## src/spsc_pkg.sv

```systemverilog
// Shared types and constants for the sorted priority stack.
`timescale 1ns / 1ps
`default_nettype none
package spsc_pkg;

  localparam int DEPTH  = 16;
  localparam int ELEM_W = 32;
  localparam int PRIO_W = 8;
  localparam int CNT_W  = $clog2(DEPTH + 1);

  localparam int IN_TDATA_W  = ((ELEM_W + PRIO_W + 7) / 8) * 8;
  localparam int RES_W       = ELEM_W + PRIO_W + CNT_W + 1 + 2;
  localparam int OUT_TDATA_W = ((RES_W + 7) / 8) * 8;

  typedef enum logic {
    OP_PUSH = 1'b0,
    OP_POP  = 1'b1
  } op_e;

  typedef enum logic [1:0] {
    ERR_NONE  = 2'd0,
    ERR_EMPTY = 2'd1,
    ERR_FULL  = 2'd2
  } err_e;

  // Lowest bits first: top_element, top_priority, count, is_empty, error.
  typedef struct packed {
    err_e              error;
    logic              is_empty;
    logic [CNT_W-1:0]  count;
    logic [PRIO_W-1:0] top_priority;
    logic [ELEM_W-1:0] top_element;
  } res_t;

endpackage
`default_nettype wire

```

## src/sorted_priority_stack_core.sv

```systemverilog
// Top level of the sorted priority stack: input register, store and result register.
//
//  channel   dir  tuser       tdata (low bit first)
//  s_axis    in   op          element[31:0], priority_req[39:32]
//  m_axis    out  -           top_element, top_priority, count, is_empty, error
//
//  One transfer per cycle unless m_axis stalls; a result passes input then result register.
//  All cells compare against the new priority in parallel, so push and pop take one pass.
//  Reset clears the entry count and both valid flags; entry contents are not reset.
//  A stalled result holds the result register and then the input register.
`timescale 1ns / 1ps
`default_nettype none
module sorted_priority_stack_core (
  input  wire logic                             clk_i,
  input  wire logic                             rst_ni,
  input  wire logic                             s_axis_tvalid,
  output      logic                             s_axis_tready,
  input  wire logic [spsc_pkg::IN_TDATA_W-1:0]  s_axis_tdata,  // element, priority_req
  input  wire logic                             s_axis_tuser,  // op
  output      logic                             m_axis_tvalid,
  input  wire logic                             m_axis_tready,
  output      logic [spsc_pkg::OUT_TDATA_W-1:0] m_axis_tdata   // top_element, top_priority,
                                                               // count, is_empty, error
);
  import spsc_pkg::*;

  logic              in_v_q;
  op_e               in_op_q;
  logic [ELEM_W-1:0] in_elem_q;
  logic [PRIO_W-1:0] in_prio_q;
  logic              out_v_q;
  res_t              out_res_q;
  res_t              res;
  logic              adv;
  logic              s_xfer;

  assign adv           = in_v_q && (!out_v_q || m_axis_tready);
  assign s_axis_tready = !in_v_q || adv;
  assign s_xfer        = s_axis_tvalid && s_axis_tready;

  spsc_store u_store (
    .clk_i  (clk_i),
    .rst_ni (rst_ni),
    .en_i   (adv),
    .op_i   (in_op_q),
    .elem_i (in_elem_q),
    .prio_i (in_prio_q),
    .res_o  (res)
  );

  always_ff @(posedge clk_i or negedge rst_ni) begin
    if (!rst_ni) begin
      in_v_q  <= 1'b0;
      out_v_q <= 1'b0;
    end else begin
      if (s_xfer) begin
        in_v_q <= 1'b1;
      end else if (adv) begin
        in_v_q <= 1'b0;
      end
      if (adv) begin
        out_v_q <= 1'b1;
      end else if (m_axis_tready) begin
        out_v_q <= 1'b0;
      end
    end
  end

  always_ff @(posedge clk_i) begin
    if (s_xfer) begin
      in_op_q   <= op_e'(s_axis_tuser);
      in_elem_q <= s_axis_tdata[ELEM_W-1:0];
      in_prio_q <= s_axis_tdata[ELEM_W +: PRIO_W];
    end
    if (adv) begin
      out_res_q <= res;
    end
  end

  assign m_axis_tvalid = out_v_q;
  assign m_axis_tdata  = OUT_TDATA_W'(out_res_q);

endmodule
`default_nettype wire

```

## src/spsc_store.sv

```systemverilog
// Sorted entry cells with parallel compare, shift insert and shift pop.
`timescale 1ns / 1ps
`default_nettype none
module spsc_store (
  input  wire logic                       clk_i,
  input  wire logic                       rst_ni,
  input  wire logic                       en_i,
  input  wire spsc_pkg::op_e              op_i,
  input  wire logic [spsc_pkg::ELEM_W-1:0] elem_i,
  input  wire logic [spsc_pkg::PRIO_W-1:0] prio_i,
  output spsc_pkg::res_t                  res_o
);
  import spsc_pkg::*;

  logic [ELEM_W-1:0] elem_q [DEPTH];
  logic [ELEM_W-1:0] elem_d [DEPTH];
  logic [PRIO_W-1:0] prio_q [DEPTH];
  logic [PRIO_W-1:0] prio_d [DEPTH];
  logic [CNT_W-1:0]  count_q, count_d;
  logic [DEPTH-1:0]  keep;
  logic              full, empty;
  err_e              err;

  always_comb begin
    full  = (count_q == CNT_W'(DEPTH));
    empty = (count_q == '0);
    for (int i = 0; i < DEPTH; i++) begin
      keep[i] = (CNT_W'(i) < count_q) && (prio_i < prio_q[i]);
    end
    elem_d  = elem_q;
    prio_d  = prio_q;
    count_d = count_q;
    err     = ERR_NONE;
    if (op_i == OP_PUSH) begin
      if (full) begin
        err = ERR_FULL;
      end else begin
        count_d = count_q + CNT_W'(1);
        if (!keep[0]) begin
          elem_d[0] = elem_i;
          prio_d[0] = prio_i;
        end
        for (int i = 1; i < DEPTH; i++) begin
          if (!keep[i]) begin
            if (keep[i-1]) begin
              elem_d[i] = elem_i;
              prio_d[i] = prio_i;
            end else begin
              elem_d[i] = elem_q[i-1];
              prio_d[i] = prio_q[i-1];
            end
          end
        end
      end
    end else begin
      if (empty) begin
        err = ERR_EMPTY;
      end else begin
        count_d = count_q - CNT_W'(1);
        for (int i = 0; i < DEPTH - 1; i++) begin
          elem_d[i] = elem_q[i+1];
          prio_d[i] = prio_q[i+1];
        end
      end
    end

    res_o.error    = err;
    res_o.count    = count_d;
    res_o.is_empty = (count_d == '0);
    if (count_d == '0) begin
      res_o.top_element  = '0;
      res_o.top_priority = '0;
    end else begin
      res_o.top_element  = elem_d[0];
      res_o.top_priority = prio_d[0];
    end
  end

  always_ff @(posedge clk_i or negedge rst_ni) begin
    if (!rst_ni) begin
      count_q <= '0;
    end else if (en_i) begin
      count_q <= count_d;
    end
  end

  always_ff @(posedge clk_i) begin
    if (en_i) begin
      elem_q <= elem_d;
      prio_q <= prio_d;
    end
  end

`ifndef SYNTHESIS
  a_count_bound: assert property (@(posedge clk_i) disable iff (!rst_ni)
    count_q <= CNT_W'(DEPTH))
    else $error("entry count above depth");

  a_full_drop: assert property (@(posedge clk_i) disable iff (!rst_ni)
    (en_i && op_i == OP_PUSH && full) |=> count_q == $past(count_q))
    else $error("push on full changed count");

  a_pop_dec: assert property (@(posedge clk_i) disable iff (!rst_ni)
    (en_i && op_i == OP_POP && !empty) |=> count_q == $past(count_q) - CNT_W'(1))
    else $error("pop did not decrement count");

  a_idle_hold: assert property (@(posedge clk_i) disable iff (!rst_ni)
    !en_i |=> $stable(count_q))
    else $error("count moved without a transfer");

  a_front_order: assert property (@(posedge clk_i) disable iff (!rst_ni)
    (count_q >= CNT_W'(2)) |-> prio_q[0] >= prio_q[1])
    else $error("front entries out of order");
`endif

endmodule
`default_nettype wire
```

## config.mk

```make
export PLATFORM = sky130hd
export DESIGN_NAME = sorted_priority_stack_core
export DESIGN_NICKNAME = d
export VERILOG_FILES = /design/src/spsc_pkg.sv /design/src/sorted_priority_stack_core.sv /design/src/spsc_store.sv
export SDC_FILE = /design/constraint.sdc
export NUM_CORES = 2
export LEC_CHECK = 0
export BUFFER_PORTS_ARGS = -buffer_cell sky130_fd_sc_hd__buf_2
export CORE_MARGIN = 5
export CORE_UTILIZATION = 60
export CTS_CLUSTER_SIZE = 28
export DETAILED_ROUTE_END_ITERATION = 7
export PLACE_DENSITY = 0.77
export SLEW_MARGIN = 25
export SYNTH_ARGS = -nofsm -noshare
export SYNTH_HDL_FRONTEND = slang
export SYNTH_HIERARCHICAL = 1
export SYNTH_SLANG_ARGS = --single-unit
```

## constraint.sdc

```tcl
create_clock -name clk_i -period 8.8 [get_ports clk_i]
set_clock_uncertainty 0.15 [all_clocks]
set_input_delay 0.88 -clock clk_i [delete_from_list [all_inputs] [get_ports clk_i]]
set_output_delay 0.88 -clock clk_i [all_outputs]
set_load 0.02 [all_outputs]
```

* Word level (Yosys, flattened, before mapping)
Cells that the tools add are included. W data, S select, Z words.
Word-level totals: flip-flop bits (word level) 736, word-level logic and storage cells 216
Operators by class: add/sub/neg operators 2, $lt $le $gt $ge 32, eq/ne operators 17, muxes and demuxes 78, bitwise gates (word level) 3, reduce and logical (&&, ||, !) cells 41
Operator list (count):
- $mux W32 | 31
- $mux W480 | 2
- $mux W512 | 1
- $mux W8 | 31
- $mux W120 | 2
- $lt A8 B8 Y1 | 16
- $mux W128 | 1
- $reduce_and A4 Y1 | 15
- $lt A4 B5 Y1 const A | 8
- $ne A2 B2 Y1 const B | 16
- $lt A3 B5 Y1 const A | 4
- $logic_and A1 B1 Y1 | 18
- $mux W5 | 3
- $logic_not A5 Y1 | 2
- $lt A1 B5 Y1 const A | 2
- $lt A2 B5 Y1 const A | 2
- $add A5 B1 Y5 const B | 1
- $eq A5 B5 Y1 const B | 1
- $mux W1 | 5
- $sub A5 B1 Y5 const B | 1
- $mux W2 | 2
- $reduce_bool A2 Y1 | 2
- $not A1 Y1 | 3
- $logic_not A1 Y1 | 2
- $logic_or A1 B1 Y1 | 2

* Longest topological paths before layout
depth after elaboration 6, mapped depth 12

* By module
Netlist, hierarchy kept.
By module, submodules not included:
- spsc_store | times used 1, cells an instance 3280, area an instance 35780.6 um2
- sorted_priority_stack_core | times used 1, cells an instance 97, area an instance 2776.4 um2

* Worst setup path after synthesis
No wires, ideal clock.
path type input-to-reg, from input port m_axis_tready, to register u_store/elem_q[192] (netlist name) (enable), arrival 6947 ps, required time 8151 ps, setup slack 1205 ps, stages on the path 6, cell sequence nand2b_1 and2_1 clkbuf_1 nor2b_1 clkbuf_1 a21boi_0
On the way: longest elaborated chain between the ends 3
RTL lines:
- from (decl) | RTL line sorted_priority_stack_core.sv:21 | input wire logic m_axis_tready,
- $logic_or A1 B1 Y1 | RTL line sorted_priority_stack_core.sv:37 | assign adv = in_v_q && (!out_v_q || m_axis_tready);
- $logic_and A1 B1 Y1 | RTL line sorted_priority_stack_core.sv:37
- named net adv | RTL line sorted_priority_stack_core.sv:34 | logic adv;
- $reduce_and A4 Y1 (no source line)
- to (signal assigned) | RTL line spsc_store.sv:89 | elem_q <= elem_d;
- to (decl) | RTL line spsc_store.sv:15 | logic [ELEM_W-1:0] elem_q [DEPTH];
The timed path passes the listed nets, and every way through them passes these cells. A chain may end at the register's enable or synchronous reset.

==> Implementation_results.wiki <==
{| class="wikitable"
! Metric !! Value
|-
| Half-perimeter wire length of the detailed placement result || roughly 63000 um
|-
| Last weighted congestion value of the routability-driven placer || approximately 0.89
|-
| Final-layout setup total negative slack || 0 ns
|-
| Area of combinational cells with multiple inputs || 0.0152 sq mm
|-
| Synth Flop Type || sky130_fd_sc_hd__edfxtp_1
|-
| Placement-stage cell area || between 0.03 and 0.04 sq mm
|-
| Post-detailed-route via-to-cell ratio || ~6.7
|-
| Hold path start || s_axis_tdata[33]
|-
| Cell type of the slowest stage on the worst timing path || sky130_fd_sc_hd__buf_4
|-
| Starting density of the core || 60.2%
|-
| Final-report hold violation count || 0
|-
| Cell class contributing the biggest share of worst-path delay || buffers and inverters
|-
| Topmost layer with routed signal wires || met5
|-
| Slew at the pin with the worst max-slew slack || 1.12 ns
|-
| Largest net degree at the start of global routing || 188
|-
| Net count reported at finish || approximately 3500
|-
| Maximum achievable frequency || approximately 0.20 GHz
|-
| Clock sinks || about 740
|-
| Min Clock Period, post-route || 4.96 ns
|-
| Share of power burned in combinational logic || 36.8%
|-
| Clock Root Buffer || sky130_fd_sc_hd__clkbuf_16
|-
| Number of H-tree branching levels || 3
|-
| RSZ-0062 raised after global routing || no
|-
| Placed cells || 4102
|-
| Static leakage || 15.4 nW
|-
| Number of detailed-route iterations in the first pass || 5
|-
| Sequential Area || 0.0221 sq mm
|-
| MaxCap Viol Count || 0
|-
| Post-Synthesis Mean Instance Area || 11.4 sq um
|-
| Post-synth cell types || 52
|-
| Critical path startpoint || u_store/count_q[1]
|-
| Cell type with the highest aggregate area in the netlist || sky130_fd_sc_hd__edfxtp_1
|-
| Clock-pin transition on the worst setup and hold timing paths || ~0.06 ns
|-
| Slew Limit Headroom || 25.3%
|-
| First DRT Iteration DRCs || ~3500
|-
| Count of input and output buffers || between 90 and 100
|-
| Min-delay worst type || input pin to register
|-
| Total die area || approximately 0.069 sq mm
|-
| Launching point of the worst reg2reg path || u_store/count_q[1]
|-
| Required time at the endpoint of the critical path || 8.97 ns
|-
| Share of the clock period used by the worst path after layout || about 56%
|-
| Insertion delay of the later-clocked pin in the worst-skew pair || 0.63 ns
|-
| Non-filler cells, final || around 4200
|-
| Count of buffer and inverter cells on the critical path || 4
|-
| Internal power of the cells || 0.00928 W
|-
| FFs w/ async S/R, synth || less than 1%
|-
| Crit path capture type || register
|-
| Hold Path Sink || in_prio_q[1]
|-
| DRC violation count after routing || 0
|-
| Detailed-route via count || 28500
|-
| Number of storage elements in the synthesis netlist || roughly 740
|-
| Highest-count cells in the layout ignoring fill and taps || 729 x sky130_fd_sc_hd__edfxtp_1, 582 x sky130_fd_sc_hd__nand2_1, 440 x sky130_fd_sc_hd__mux2i_1
|-
| Remaining antenna violation count after routing || 0
|-
| WL met1 || roughly 43000 um
|-
| Commonest non-fill, non-tap cell in the layout || sky130_fd_sc_hd__edfxtp_1
|-
| Hold Path Stages || 1
|-
| Switching power || 0.00549 W
|-
| Post-DR wirelength/cell || 25.4 um
|-
| Power per standard cell area || between 300 and 400 mW/mm^2
|-
| Net Count, Synth || about 3500
|-
| Cells traversed along the worst timing path || inv_1 > ha_1 > or3b_1 > o21ai_4 > buf_4 > buf_4 > buf_4 > o21ai_0
|-
| I/O pin cnt || 95
|-
| Number of synthesized flops with an enable pin || roughly 730
|-
| Cell type with the highest occurrence count on the critical path || sky130_fd_sc_hd__buf_4
|-
| Part of the total power dissipated in the clock network || between 20% and 30%
|-
| Data arrival time of the critical path || approximately 5.1 ns
|-
| GRT Residual Overflow || 0
|-
| Clock tree from TritonCTS || yes
|-
| Switching portion of total power || ~37%
|-
| Wire length of the first global-routing pass || ~160000 um
|-
| Final cell area excluding filler cells || 0.0422 sq mm
|-
| # rows || 93
|-
| Summed instance area of the synthesized netlist || roughly 0.039 sq mm
|-
| Total number of yosys warnings || 6
|-
| Stage delay of the slowest cell on the critical path || about 0.83 ns
|-
| Number of cells traversed by the worst register-to-register path || 8
|-
| Critical path startpoint category || register
|-
| Status || completed
|-
| Total routing usage reported by global routing || between 20% and 30%
|-
| Number of buffers created by CTS || 77
|-
| Aggregate routed wire length || between 100000 and 150000 um
|-
| Met2 wirelength from detailed routing || between 50000 and 60000 um
|-
| Synth Instances || roughly 3400
|-
| Number of pins with negative max-slew slack in the final report || 0
|-
| Worst reg2reg endpoint || u_store/elem_q[32]
|-
| Routed length on met3 || roughly 8900 um
|-
| Top cell type's share of synthesized area || 56.8%
|-
| Critical path class || register to register
|-
| Initial antenna violation count || 3
|-
| Fraction of the yosys area taken by sequential cells || between 50 and 60%
|-
| Overall power after layout || 0.0148 W
|-
| FILL cells || approximately 4700
|-
| Sequential Power Share || approximately two fifths
|-
| Vias in the first global route || ~29000
|-
| DIE WIDTH || roughly 260 um
|-
| Standard cell core area || 0.0640 sq mm
|-
| Antenna diode count || 0
|-
| Register-to-Register Setup Slack || about 3.8 ns
|-
| Highest fanout seen on the critical path || 100
|-
| Finish-stage setup viols || 0
|-
| Worst vdd rail ir drop || 280 uV
|-
| Utilization after layout || roughly 66%
|-
| Die extent in y || between 200 and 300 um
|-
| CTS max path bufs || 3
|-
| Area added between synthesis and finish || 9.41%
|-
| Largest cells by area after synthesis || sky130_fd_sc_hd__edfxtp_1 57%, sky130_fd_sc_hd__mux2i_1 11%, sky130_fd_sc_hd__nand2_1 5.7%
|-
| Share of post-route cells with drive strength above 1 || between 10 and 15%
|}
synthesized netlist by cell type (all sizes together), types with 2 or more instances:
library cell / count
a211o: 10
a211oi: 5
a21boi: 9
a21o: 13
a21oi: 39
a221oi: 8
a22o: 33
a2bb2oi: 2
a31oi: 2
and2: 3
and3: 2
buf: 80
clkbuf: 200
clkinv: 2
dfrtp: 7
edfxtp: 729
ha: 116
inv: 119
mux2: 40
mux2i: 440
nand2: 583
nand2b: 15
nand3: 167
nand3b: 2
nand4: 5
nor2: 23
nor2b: 2
nor3: 15
nor3b: 2
o211ai: 137
o21a: 46
o21ai: 362
o221ai: 28
o22ai: 72
o31ai: 3
or2: 40
or3: 4
xnor2: 5
power by group through the flow:
| stage | clock, W | combinational [W] | sequential (W) |
|---|---|---|---|
| finish | 0.00319 | 0.00543 | 0.00614 |
| global route | 0.00338 | 0.00580 | 0.00624 |
| CTS | 0.00323 | 0.00534 | 0.00612 |
| detailed placement | 0 | 0.00531 | 0.00618 |
| global placement | 0 | 0.00510 | 0.00614 |
| floorplan | 0 | 0.00373 | 0.00603 |
state kept, by name, summed over array words and instances (netlist names):
register / cells
u_store/elem_q: 512
in_op_q: 1
m_axis_tdata: 48
u_store/prio_q: 128
u_store/count_q: 5
in_prio_q: 8
in_v_q: 1
in_elem_q: 32
m_axis_tvalid: 1
metal layers:
layer | vias to the layer above | GRT usage, %
li1 | 12500 | -
met1 | 14200 | 39.8
met2 | 1524 | 47.9
met3 | 291 | 4.98
met4 | 6 | 14.6
met5 | - | 0
worst register-to-register path, cell delays in order, from the launching register on:
cell and delay, ns:
sky130_fd_sc_hd__dfrtp_1 0.52, sky130_fd_sc_hd__inv_1 0.18, sky130_fd_sc_hd__ha_1 0.19, sky130_fd_sc_hd__or3b_1 0.53, sky130_fd_sc_hd__o21ai_4 0.20, sky130_fd_sc_hd__buf_4 0.66
sky130_fd_sc_hd__buf_4 0.89, sky130_fd_sc_hd__buf_4 0.94, sky130_fd_sc_hd__o21ai_0 0.39
through the flow:
stage | hold slack, ns | setup WS (ns)
5_1_grt | 0.247 | 3.76
2_1_floorplan | 0.346 | 1.20
4_1_cts | 0.246 | 4.11
3_3_place_gp | 0.351 | 4.36
3_5_place_dp | 0.367 | 4.10
6_report | 0.276 | 3.84
cell families (layout without fill, tap and decap cells):
logic type                 count (synthesis)  after routing  share of synthesized area, %
muxes                                    480            480                          12.6
adders and majority gates                116            116                          3.76
xor gates and xnor gates                   5              5                         0.114
and+or+nand+nor                          865            865                          9.60
buffers and inverters                    401            410                          4.17
DFF                                      736            736                          57.2
AOI/OAI and AO/OA                        774            774                          12.5
worst max path at each step:
| stage | to | slack [ns] | depth (start not counted) |
|---|---|---|---|
| floorplan | u_store/elem_q[192] | 1.20 | 6 |
| global placement | u_store/elem_q[63] | 4.36 | 8 |
| detailed placement | u_store/elem_q[191] | 4.10 | 8 |
| CTS | u_store/elem_q[32] | 4.11 | 8 |
| global route | u_store/prio_q[88] | 3.76 | 8 |
| finish | u_store/elem_q[32] | 3.84 | 8 |
cell type report:
class	count	share of cell area (%)
repair buffers	151	2.26
well taps	855	2.54
clock buffers	100	4.97
multi-input cells	2240	36.1
inverters	121	1.08
flip-flops and latches	736	52.3
clock inverters	38	0.783
what timing repair did:
| item | CTS | global route |
|---|---|---|
| setup buffers | 0 | 0 |
| gates resized for setup | 0 | 0 |
| endpoints found under the hold margin | 7 | 0 |
| hold buffers | 1 | 0 |
Note: power is estimated with default switching activity, not from simulation.
